$ cat config.mk
export PLATFORM = sky130hd
export DESIGN_NAME = outstanding_id_tracker
export DESIGN_NICKNAME = d
export VERILOG_FILES = /design/src/rtl/core/idtr_pkg.sv /design/src/rtl/core/idtr_store.sv /design/src/rtl/core/idtr_scan.sv /design/src/rtl/core/outstanding_id_tracker.sv
export SDC_FILE = /design/constraint.sdc
export NUM_CORES = 1
export LEC_CHECK = 0
export ABC_AREA = 1
export BUFFER_PORTS_ARGS = -buffer_cell sky130_fd_sc_hd__buf_2
export CAP_MARGIN = 20
export CORE_MARGIN = 2
export CORE_UTILIZATION = 30
export CTS_BUF_LIST = sky130_fd_sc_hd__clkbuf_4 sky130_fd_sc_hd__clkbuf_8 sky130_fd_sc_hd__clkbuf_16
export DETAILED_ROUTE_END_ITERATION = 10
export SYNTH_ARGS = -nofsm -noshare
export SYNTH_HDL_FRONTEND = slang
export SYNTH_SLANG_ARGS = --single-unit
$ cat constraint.sdc
create_clock -name clock -period 5 [get_ports clock]
set_input_delay 0.5 -clock clock [delete_from_list [all_inputs] [get_ports clock]]
set_output_delay 0.5 -clock clock [all_outputs]
set_load 0.02 [all_outputs]
$ cat src/rtl/core/idtr_pkg.sv
// Package with the shared types and constants of the outstanding id tracker.
`timescale 1ns / 1ps
`default_nettype none

package idtr_pkg;

   // Width of one request identifier.
   localparam int unsigned IdWidth = 32;

   // Command codes carried on req_command.
   typedef enum logic {
      CMD_INSERT = 1'b0,
      CMD_LOOKUP = 1'b1
   } idtr_cmd_type;

   // Control from the sequencer to the scan unit.
   typedef struct packed {
      logic clear;   // start a new scan, drop the previous results
      logic sample;  // a slot value is on the read data this cycle
      logic first;   // that slot is slot zero
   } idtr_scan_ctl_type;

endpackage

`default_nettype wire

$ cat src/rtl/core/idtr_store.sv
// Slot store: memory for the ids with one read port and one write port, and per-slot valid bits cleared by reset.
`timescale 1ns / 1ps
`default_nettype none

module idtr_store #(
   parameter int unsigned SLOTS = 20,
   parameter int unsigned IDX_W = $clog2(SLOTS)
) (
   input  wire logic                        clock,
   input  wire logic                        reset,
   input  wire logic                        rd_en,
   input  wire logic [IDX_W-1:0]            rd_addr,
   output logic      [idtr_pkg::IdWidth-1:0] rd_value,
   input  wire logic                        wr_en,
   input  wire logic [IDX_W-1:0]            wr_addr,
   input  wire logic [idtr_pkg::IdWidth-1:0] wr_data
);
   import idtr_pkg::*;

   logic [IdWidth-1:0] mem [SLOTS];
   logic [SLOTS-1:0]   valid_ff;
   logic [SLOTS-1:0]   valid_in;
   logic [IdWidth-1:0] rd_data_ff;
   logic               rd_valid_ff;

   // A slot never written since reset is empty and reads as zero.
   always_comb begin
      valid_in = valid_ff;
      if (wr_en) begin
         valid_in[wr_addr] = 1'b1;
      end
   end

   always_ff @(posedge clock) begin
      if (reset) begin
         valid_ff <= '0;
      end else begin
         valid_ff <= valid_in;
      end
   end

   // Memory write and registered read.
   always_ff @(posedge clock) begin
      if (wr_en) begin
         mem[wr_addr] <= wr_data;
      end
      if (rd_en) begin
         rd_data_ff  <= mem[rd_addr];
         rd_valid_ff <= valid_ff[rd_addr];
      end
   end

   assign rd_value = rd_valid_ff ? rd_data_ff : '0;

endmodule

`default_nettype wire

$ cat src/rtl/core/idtr_scan.sv
// Scan unit: the shared compare logic that folds one slot value per cycle into the results.
`timescale 1ns / 1ps
`default_nettype none

module idtr_scan #(
   parameter int unsigned SLOTS = 20,
   parameter int unsigned IDX_W = $clog2(SLOTS)
) (
   input  wire logic                         clock,
   input  wire idtr_pkg::idtr_scan_ctl_type  ctl,
   input  wire logic [idtr_pkg::IdWidth-1:0] key,
   input  wire logic [idtr_pkg::IdWidth-1:0] slot_value,
   input  wire logic [IDX_W-1:0]             slot_idx,
   output logic                              hit,
   output logic                              empty_found,
   output logic      [IDX_W-1:0]             empty_idx,
   output logic      [IDX_W-1:0]             min_idx,
   output logic      [IDX_W-1:0]             max_idx,
   output logic                              key_gt_max
);
   import idtr_pkg::*;

   logic               hit_ff,   hit_in;
   logic               empty_ff, empty_in;
   logic [IDX_W-1:0]   empty_idx_ff, empty_idx_in;
   logic [IdWidth-1:0] min_val_ff, min_val_in;
   logic [IDX_W-1:0]   min_idx_ff, min_idx_in;
   logic [IdWidth-1:0] max_val_ff, max_val_in;
   logic [IDX_W-1:0]   max_idx_ff, max_idx_in;
   logic               is_zero;

   assign is_zero = (slot_value == '0);

   // Fold the current slot; strict compares keep the lowest slot on ties.
   always_comb begin
      hit_in       = hit_ff;
      empty_in     = empty_ff;
      empty_idx_in = empty_idx_ff;
      min_val_in   = min_val_ff;
      min_idx_in   = min_idx_ff;
      max_val_in   = max_val_ff;
      max_idx_in   = max_idx_ff;
      if (ctl.clear) begin
         hit_in   = 1'b0;
         empty_in = 1'b0;
      end else if (ctl.sample) begin
         if (slot_value == key) begin
            hit_in = 1'b1;
         end
         if (!empty_ff && is_zero) begin
            empty_in     = 1'b1;
            empty_idx_in = slot_idx;
         end
         if (ctl.first || (slot_value < min_val_ff)) begin
            min_val_in = slot_value;
            min_idx_in = slot_idx;
         end
         if (ctl.first || (slot_value > max_val_ff)) begin
            max_val_in = slot_value;
            max_idx_in = slot_idx;
         end
      end
   end

   always_ff @(posedge clock) begin
      hit_ff       <= hit_in;
      empty_ff     <= empty_in;
      empty_idx_ff <= empty_idx_in;
      min_val_ff   <= min_val_in;
      min_idx_ff   <= min_idx_in;
      max_val_ff   <= max_val_in;
      max_idx_ff   <= max_idx_in;
   end

   assign hit         = hit_ff;
   assign empty_found = empty_ff;
   assign empty_idx   = empty_idx_ff;
   assign min_idx     = min_idx_ff;
   assign max_idx     = max_idx_ff;
   assign key_gt_max  = (key > max_val_ff);

endmodule

`default_nettype wire

$ cat src/rtl/core/outstanding_id_tracker.sv
// Top level of the outstanding id tracker: sequencer, slot store and scan unit.
// A transaction is accepted only while idle. The scan reads one slot per cycle from the
// single read port, then the drain state waits out the last read, the finish state decides
// and writes, and the block is idle again in the cycle that shows the result.
// The result strobe lasts one cycle and cannot be stalled.
// Reset (synchronous) empties all slots at once and returns the sequencer to idle.
`timescale 1ns / 1ps
`default_nettype none

module outstanding_id_tracker #(
   parameter int unsigned SLOTS = 20
) (
   input  wire logic                         clock,
   input  wire logic                         reset,
   input  wire logic                         start,
   output logic                              busy,
   input  wire logic                         req_command,
   input  wire logic [idtr_pkg::IdWidth-1:0] req_request_id,
   output logic                              rsp_strobe,
   output logic                              rsp_hit
);
   import idtr_pkg::*;

   localparam int unsigned IDX_W = $clog2(SLOTS);
   localparam logic [IDX_W-1:0] LastIdx = IDX_W'(SLOTS - 1);

   typedef enum logic [3:0] {
      ST_IDLE   = 4'b0001,
      ST_SCAN   = 4'b0010,
      ST_DRAIN  = 4'b0100,
      ST_FINISH = 4'b1000
   } state_type;

   state_type          state_ff, state_in;
   logic [IDX_W-1:0]   scan_idx_ff, scan_idx_in;
   logic               samp_vld_ff;
   logic [IDX_W-1:0]   samp_idx_ff;
   logic               cmd_ff;
   logic [IdWidth-1:0] key_ff;
   logic               rsp_strobe_ff, rsp_strobe_in;
   logic               rsp_hit_ff, rsp_hit_in;

   logic               accept;
   logic               rd_en;
   logic [IdWidth-1:0] slot_value;
   logic               wr_en;
   logic [IDX_W-1:0]   wr_addr;
   idtr_scan_ctl_type  scan_ctl;
   logic               hit;
   logic               empty_found;
   logic [IDX_W-1:0]   empty_idx;
   logic [IDX_W-1:0]   min_idx;
   logic [IDX_W-1:0]   max_idx;
   logic               key_gt_max;

   assign accept = start && (state_ff == ST_IDLE);
   assign busy   = (state_ff != ST_IDLE);
   assign rd_en  = (state_ff == ST_SCAN);

   // Sequencer: scan every slot, drain the last read, then decide and answer.
   always_comb begin
      state_in      = state_ff;
      scan_idx_in   = scan_idx_ff;
      rsp_strobe_in = 1'b0;
      rsp_hit_in    = rsp_hit_ff;
      case (state_ff)
         ST_IDLE: begin
            scan_idx_in = '0;
            if (start) begin
               state_in = ST_SCAN;
            end
         end
         ST_SCAN: begin
            if (scan_idx_ff == LastIdx) begin
               state_in = ST_DRAIN;
            end else begin
               scan_idx_in = scan_idx_ff + 1'b1;
            end
         end
         ST_DRAIN: begin
            state_in = ST_FINISH;
         end
         ST_FINISH: begin
            state_in      = ST_IDLE;
            rsp_strobe_in = 1'b1;
            rsp_hit_in    = (cmd_ff == CMD_LOOKUP) && hit;
         end
         default: begin
            state_in = ST_IDLE;
         end
      endcase
   end

   always_ff @(posedge clock) begin
      if (reset) begin
         state_ff      <= ST_IDLE;
         scan_idx_ff   <= '0;
         samp_vld_ff   <= 1'b0;
         rsp_strobe_ff <= 1'b0;
      end else begin
         state_ff      <= state_in;
         scan_idx_ff   <= scan_idx_in;
         samp_vld_ff   <= rd_en;
         rsp_strobe_ff <= rsp_strobe_in;
      end
   end

   // Transaction payload and read-address tracking.
   always_ff @(posedge clock) begin
      samp_idx_ff <= scan_idx_ff;
      rsp_hit_ff  <= rsp_hit_in;
      if (accept) begin
         cmd_ff <= req_command;
         key_ff <= req_request_id;
      end
   end

   // Insert target: lowest empty slot, else the smallest id if the key exceeds the largest, else the largest id.
   always_comb begin
      if (empty_found) begin
         wr_addr = empty_idx;
      end else if (key_gt_max) begin
         wr_addr = min_idx;
      end else begin
         wr_addr = max_idx;
      end
   end

   assign wr_en = (state_ff == ST_FINISH) && (cmd_ff == CMD_INSERT);

   assign scan_ctl.clear  = accept;
   assign scan_ctl.sample = samp_vld_ff;
   assign scan_ctl.first  = (samp_idx_ff == '0);

   idtr_store #(
      .SLOTS (SLOTS),
      .IDX_W (IDX_W)
   ) u_store (
      .clock    (clock),
      .reset    (reset),
      .rd_en    (rd_en),
      .rd_addr  (scan_idx_ff),
      .rd_value (slot_value),
      .wr_en    (wr_en),
      .wr_addr  (wr_addr),
      .wr_data  (key_ff)
   );

   idtr_scan #(
      .SLOTS (SLOTS),
      .IDX_W (IDX_W)
   ) u_scan (
      .clock       (clock),
      .ctl         (scan_ctl),
      .key         (key_ff),
      .slot_value  (slot_value),
      .slot_idx    (samp_idx_ff),
      .hit         (hit),
      .empty_found (empty_found),
      .empty_idx   (empty_idx),
      .min_idx     (min_idx),
      .max_idx     (max_idx),
      .key_gt_max  (key_gt_max)
   );

   assign rsp_strobe = rsp_strobe_ff;
   assign rsp_hit    = rsp_hit_ff;

endmodule

`default_nettype wire

# [Word-level counts from Yosys, hierarchy flattened]
# Memory sizes are Yosys's and may differ from the RTL's. A register that Yosys moved wholly into a read port is not among the register bits.
# Index checks and enable logic that the tools add are counted.
[op_classes] n_addsub=1 n_lt_le_gt_ge=6 eq_ne=10 muxes=15 bitwise_logic=3 reduce_logical=18
[ops] cell="$gt 32x32->1" n=2
[ops] cell="$eq 32x32->1" n=1
[ops] cell="$logic_not 32->1" n=1
[ops] cell="$lt 32x32->1" n=1
[ops] cell="$mux 32" n=1
[ops] cell="$or 20x20->20" n=1
[ops] cell="$mux 5" n=3
[ops] cell="$lt 5x6->1 const B" n=2
[ops] cell="$pmux 4 s3" n=1
[ops] cell="$pmux 5 s2" n=1
[ops] cell="$reduce_and 3->1" n=3
[ops] cell="$mux 4" n=2
[ops] cell="$reduce_and 2->1" n=4
[ops] cell="$add 5x1->5 const B" n=1
[ops] cell="$bmux 1 s5" n=1
[ops] cell="$demux 1 s5" n=1
[ops] cell="$eq 5x5->1 const B" n=1
[ops] cell="$ge 5x1->1 const B" n=1
[ops] cell="$logic_and 1x1->1" n=5
[ops] cell="$logic_not 5->1" n=1
[ops] cell="$mux 1" n=5
[ops] cell="$eq 4x1->1 const B" n=1
[ops] cell="$eq 4x2->1 const B" n=1
[ops] cell="$eq 4x3->1 const B" n=1
[ops] cell="8 further kinds" n=11
[word_totals] reg_bits=152 ramBits=640 inputBits=36 output_inout_bits=3 word_cells=71 memories=1
[mem_list] name="u_store.mem" words=20 word_bits=32 rd=1 rd_clocked_by_memory_dff=1 wr=1 line_no="idtr_store.sv:20" text="logic [IdWidth-1:0] mem [SLOTS];"

# [Depth between registers and ports, before layout]
[logic_depth] depth_word=8 mapped_depth=22 ltp_nobuf=22

# [Modules after synthesis]
# Synthesis repeated with hierarchy kept, for this count alone.
[unflattened] cells_unflattened=3172 area_unflattened_um2=35250.1
[by_module_without_submodules] mod="idtr_store" instances=1 cells_per_inst=2452 area_per_inst_um2=28051.9 seq_area_each_um2=20609.8
[by_module_without_submodules] mod="idtr_scan" instances=1 cells_per_inst=578 area_per_inst_um2=5401.4 seq_area_each_um2=2412.3
[by_module_without_submodules] mod="outstanding_id_tracker" instances=1 cells_per_inst=142 area_per_inst_um2=1796.7 seq_area_each_um2=1341.3

# [Worst setup path after synthesis]
# Ideal clock, no wire load.
[synth_path] kind="register to register" start="register u_store.rd_valid_ff" end="register u_scan.min_idx_ff[0] (netlist: u_scan.min_idx[0]), enable pin" setup_ns=0.444 t_arrival_ns=3.591 required_ns=4.556 path_slack_ns=0.966 stages_incl_launch_ff=14 n_path_buf=1 synth_period_minus_slack_ns=4.034 cell_sequence="edfxtp_1 > clkbuf_1 > nand2_1 > inv_1 > ha_1 > a21oi_1 > o21ai_0 > nand3_1 > a21oi_1 > o21ai_0 > o2111ai_1 > nand2_1 > nand2_1 > a21oi_1"
[synth_between] elab_chain_cells=4
[synth_rtl] item="start: declaration" line_no="idtr_store.sv:24" text="logic rd_valid_ff;"
[synth_rtl] item="start signal: assignment" line_no="idtr_store.sv:49" text="rd_valid_ff <= valid_ff[rd_addr];"
[synth_rtl] item="$mux 32" line_no="idtr_store.sv:53" text="assign rd_value = rd_valid_ff ? rd_data_ff : '0;"
[synth_rtl] item="net slot_value[1]" line_no="outstanding_id_tracker.sv:45" text="logic [IdWidth-1:0] slot_value;"
[synth_rtl] item="$lt 32x32->1" line_no="idtr_scan.sv:54" text="if (ctl.first || (slot_value < min_val_ff)) begin"
[synth_rtl] item="$logic_or 1x1->1" line_no="idtr_scan.sv:54"
[synth_rtl] item="$reduce_and 3->1 (no line)"
[synth_rtl] item="end signal: assignment" line_no="idtr_scan.sv:70" text="min_idx_ff <= min_idx_in;"
[synth_rtl] item="end: declaration" line_no="idtr_scan.sv:27" text="logic [IDX_W-1:0] min_idx_ff, min_idx_in;"
# The timed path passes the listed nets, and every way through them passes these cells.
# A chain may end at the register's enable or synchronous reset.

# [Final worst setup path]
[layout_path] start="register key_ff[13]" end="memory u_store.mem[9][11], enable pin"
[layout_between] elab_chain_cells=3
[layout_rtl] item="start: declaration" line_no="outstanding_id_tracker.sv:39" text="logic [IdWidth-1:0] key_ff;"
[layout_rtl] item="start signal: assignment" line_no="outstanding_id_tracker.sv:114" text="key_ff <= req_request_id;"
[layout_rtl] item="$gt 32x32->1" line_no="idtr_scan.sv:80" text="assign key_gt_max = (key > max_val_ff);"
[layout_rtl] item="$mux 5" line_no="outstanding_id_tracker.sv:122" text="end else if (key_gt_max) begin"
[layout_rtl] item="$mux 5" line_no="outstanding_id_tracker.sv:120" text="if (empty_found) begin"
[layout_rtl] item="end: declaration" line_no="idtr_store.sv:20"
# No other way between the ends.

==> flow_metrics.tcl <==
set metrics [dict create \
    status "complete, no violations" \
    grt_usage 0.146 \
    finalPower_mw 15.3 \
    place.detailed.hpwl_um 51600 \
    final_common_cell "edfxtp_1" \
    use_met1 0.207 \
    drc 0 \
    final.setup.tns_ns 0 \
    ir_drop_v 0.000234 \
    numClockSinks 824 \
    tightest_slew_ns 1.07 \
    clkTransAtPathRegs_ns 0.06 \
    intPower_mw 11.7 \
    cp_max_fo 32 \
    crit_slowest_cell "edfxtp_1" \
    clock.fmax_mhz 255 \
    cts_setup_buffers 0 \
    cap_violations 0 \
    fin_crit_ns 3.92 \
    io_pins 39 \
    antenna_found_initial 0 \
    start_util 0.301 \
    rsz0062_at_grt "no" \
    fillCellCount 10846 \
    async_flop_share 0 \
    report.final.slew_viol_count 0 \
    cts_tree "yes" \
    design.die.area_um2 115000 \
    critical_path.endpoint_type "flip-flop" \
    synth_cell_types 48 \
    criticalPathCategory "flip-flop to flip-flop" \
    area_growth_pct 14.7 \
    nNetsFinal 2776 \
    synth_edf_count 786 \
    overflow 0 \
    portBuffers 38 \
    gp_routability_congestion 0.816 \
    ys_seq_area_frac 0.722 \
    skew_ns 0.0233 \
    yosys_most_used_dff "edfxtp_1" \
    die_h_um 339 \
    design_area_um2 38700 \
    final_cell_mix "edfxtp_1, nor2_1, o21ai_0" \
    place_area_um2 35900 \
    pwr-share-comb 0.083 \
    core_area_um2 112000 \
    drtIter0Drc 2298 \
    busiest_layer "met2" \
    cts_max_level 3 \
    die_w_um 339 \
    max-slew-margin-rel 0.284 \
    path_cells "ha_1 > a21oi_1 > o21ai_0 > a21oi_1 > nand2_1 > nand2_2 > nand2_4 > nand2_4 > nand2_2 > nand3_2 > nand3_2 > nor2_2 > nand3_1 > inv_2" \
    start_kind "flip-flop" \
    share_seq_of_total_power 0.508 \
    syn_area_per_cell_um2 13.0 \
    postRouteAntennaNets 0 \
    grt_pass1_vias 19922 \
    met3_usage 0.0339 \
    postSynthNetCount 2721 \
    hold_path.class "input port to flip-flop" \
    yosys_warnings 0 \
    power.share.clock 0.409 \
    clk_path_buf_depth 3 \
    period_share 0.783 \
    drt-total-wl_um 86200 \
    wl_per_cell_um 20.5 \
    critPathMaxStageDelay_ns 0.83 \
    routed_via_density 4.92 \
    grt_max_degree 179 \
    netSwitchingFraction 0.237 \
    p_sw_mw 3.63 \
    power_leakage_nw 13.4 \
    critPathArrivalTime_ns 4.16 \
    cts_buffers 84 \
    cts_resized 0 \
    first_pass_iters 5 \
    row_count 123 \
    worstSkewPairLatency_ns 0.64 \
    use_met2 0.226 \
    yosys_register_bits 824 \
    powerDensity_nw_per_um2 396 \
    holdBufCountCts 1 \
    setup_viol 0 \
    drive_above_1_share 0.121 \
    syn_area_um2 33800 \
    vias 20742 \
    fin_util 0.346 \
    required_ns 5.24 \
    grt_pass1_wl_um 128000 \
    root_buffer "clkbuf_16" \
    syn_inst 2589 \
    finalHoldViolations 0 \
]
synth_stat cells, types with 3 or more instances:
cell type	count	share of area
xor2_1	5	0.0013
dfxtp_1	38	0.023
nor2_2	10	0.0019
nor2_1	368	0.041
inv_1	164	0.018
a221oi_1	30	0.0078
o21ai_1	26	0.0039
o21ai_0	349	0.052
edfxtp_1	786	0.70
xnor2_1	22	0.0057
nand4_1	14	0.0026
a21oi_1	73	0.011
nor4_1	16	0.0030
a211oi_1	4	0.00089
or2_2	4	0.00074
nand2_4	5	0.0017
inv_2	4	0.00044
o22ai_1	160	0.030
nor2_4	5	0.0017
ha_1	96	0.036
nor4b_1	3	0.00078
buf_2	24	0.0036
a21oi_2	3	0.00078
a22o_1	32	0.0083
nor3_1	7	0.0010
nand3_1	24	0.0036
clkbuf_1	106	0.012
nand2_2	12	0.0022
nand2_1	163	0.018
nand3_2	11	0.0033
power groups by stage:
stage,sequential [mW],clock [mW],combinational [mW]
3_3_place_gp,7.94,0,1.25
3_5_place_dp,7.94,0,1.26
5_1_grt,7.80,6.64,1.41
2_1_floorplan,7.90,0,0.836
4_1_cts,7.79,6.39,1.27
6_report,7.79,6.27,1.27
cell type report:
class | count | area (µm²) | area share
antenna | 1 | 2.50 | 0.0000646
clock buffer | 119 | 2470 | 0.0637
timing repair buffer | 103 | 741 | 0.0191
sequential | 824 | 24400 | 0.629
tap | 1500 | 1880 | 0.0485
clock inverter | 36 | 314 | 0.00811
multi-input combinational | 1462 | 8320 | 0.215
inverter | 169 | 644 | 0.0166
cell families after synthesis:
kind of cell    Yosys count  synth area share
simple gates            650            0.0846
buf+inv                 303            0.0348
compound gates          689             0.117
flops                   824             0.722
fa+ha+maj                96            0.0356
xor+xnor                 27           0.00700
path summary, 6_finish.rpt:
path | cells past startpoint | to | start | slack, ns
max reg2reg | 14 | u_store.mem[9][11] | key_ff[13] | 1.08
max | 14 | u_store.mem[9][11] | key_ff[13] | 1.08
min reg2reg | 2 | u_store.valid_ff[3] | u_store.valid_ff[3] | 0.46
min | 1 | key_ff[24] | req_request_id[24] | 0.04
per-layer routing:
metal / vias up / wire length (µm) / part of all wire
met3: 116 / 6590 / 0.076
met4: 0 / 1760 / 0.020
met5: - / 0 / 0
li1: 9662 / - / -
met2: 662 / 38800 / 0.45
met1: 10302 / 39000 / 0.45
stage by stage:
| stage | hold slack (ns) | instances | setup WS (ns) |
|---|---|---|---|
| after floorplan | 0.347 | 2589 | 0.966 |
| after global placement | 0.442 | 4056 | 1.10 |
| after detailed placement | 0.447 | 4056 | 1.08 |
| after CTS | 0.00415 | 4212 | 1.02 |
| after global routing | 0.0218 | 4213 | 0.761 |
| final | 0.0408 | 4214 | 1.08 |
critical path, delay by kind of cell, from the launching register on:
kind | cells | cell delay, ns
and+or+nand+nor | 9 | 1.08
DFF | 1 | 0.83
adders and majority gates | 1 | 0.37
buffers and inverters | 1 | 0.73
AOI/OAI and AO/OA | 3 | 0.50
sequential cells by signal, summed over array words and instances, names as in the netlist, 4 cells and up:
name	count
state_ff	4
u_store.mem	640
u_scan.max_val_ff	32
key_ff	32
scan_idx_ff	5
u_scan.min_idx	5
u_scan.max_idx	5
u_store.valid_ff	20
samp_idx_ff	5
u_store.rd_data_ff	32
u_scan.min_val_ff	32
u_scan.empty_idx	5
(Power assumes the default switching activity.)
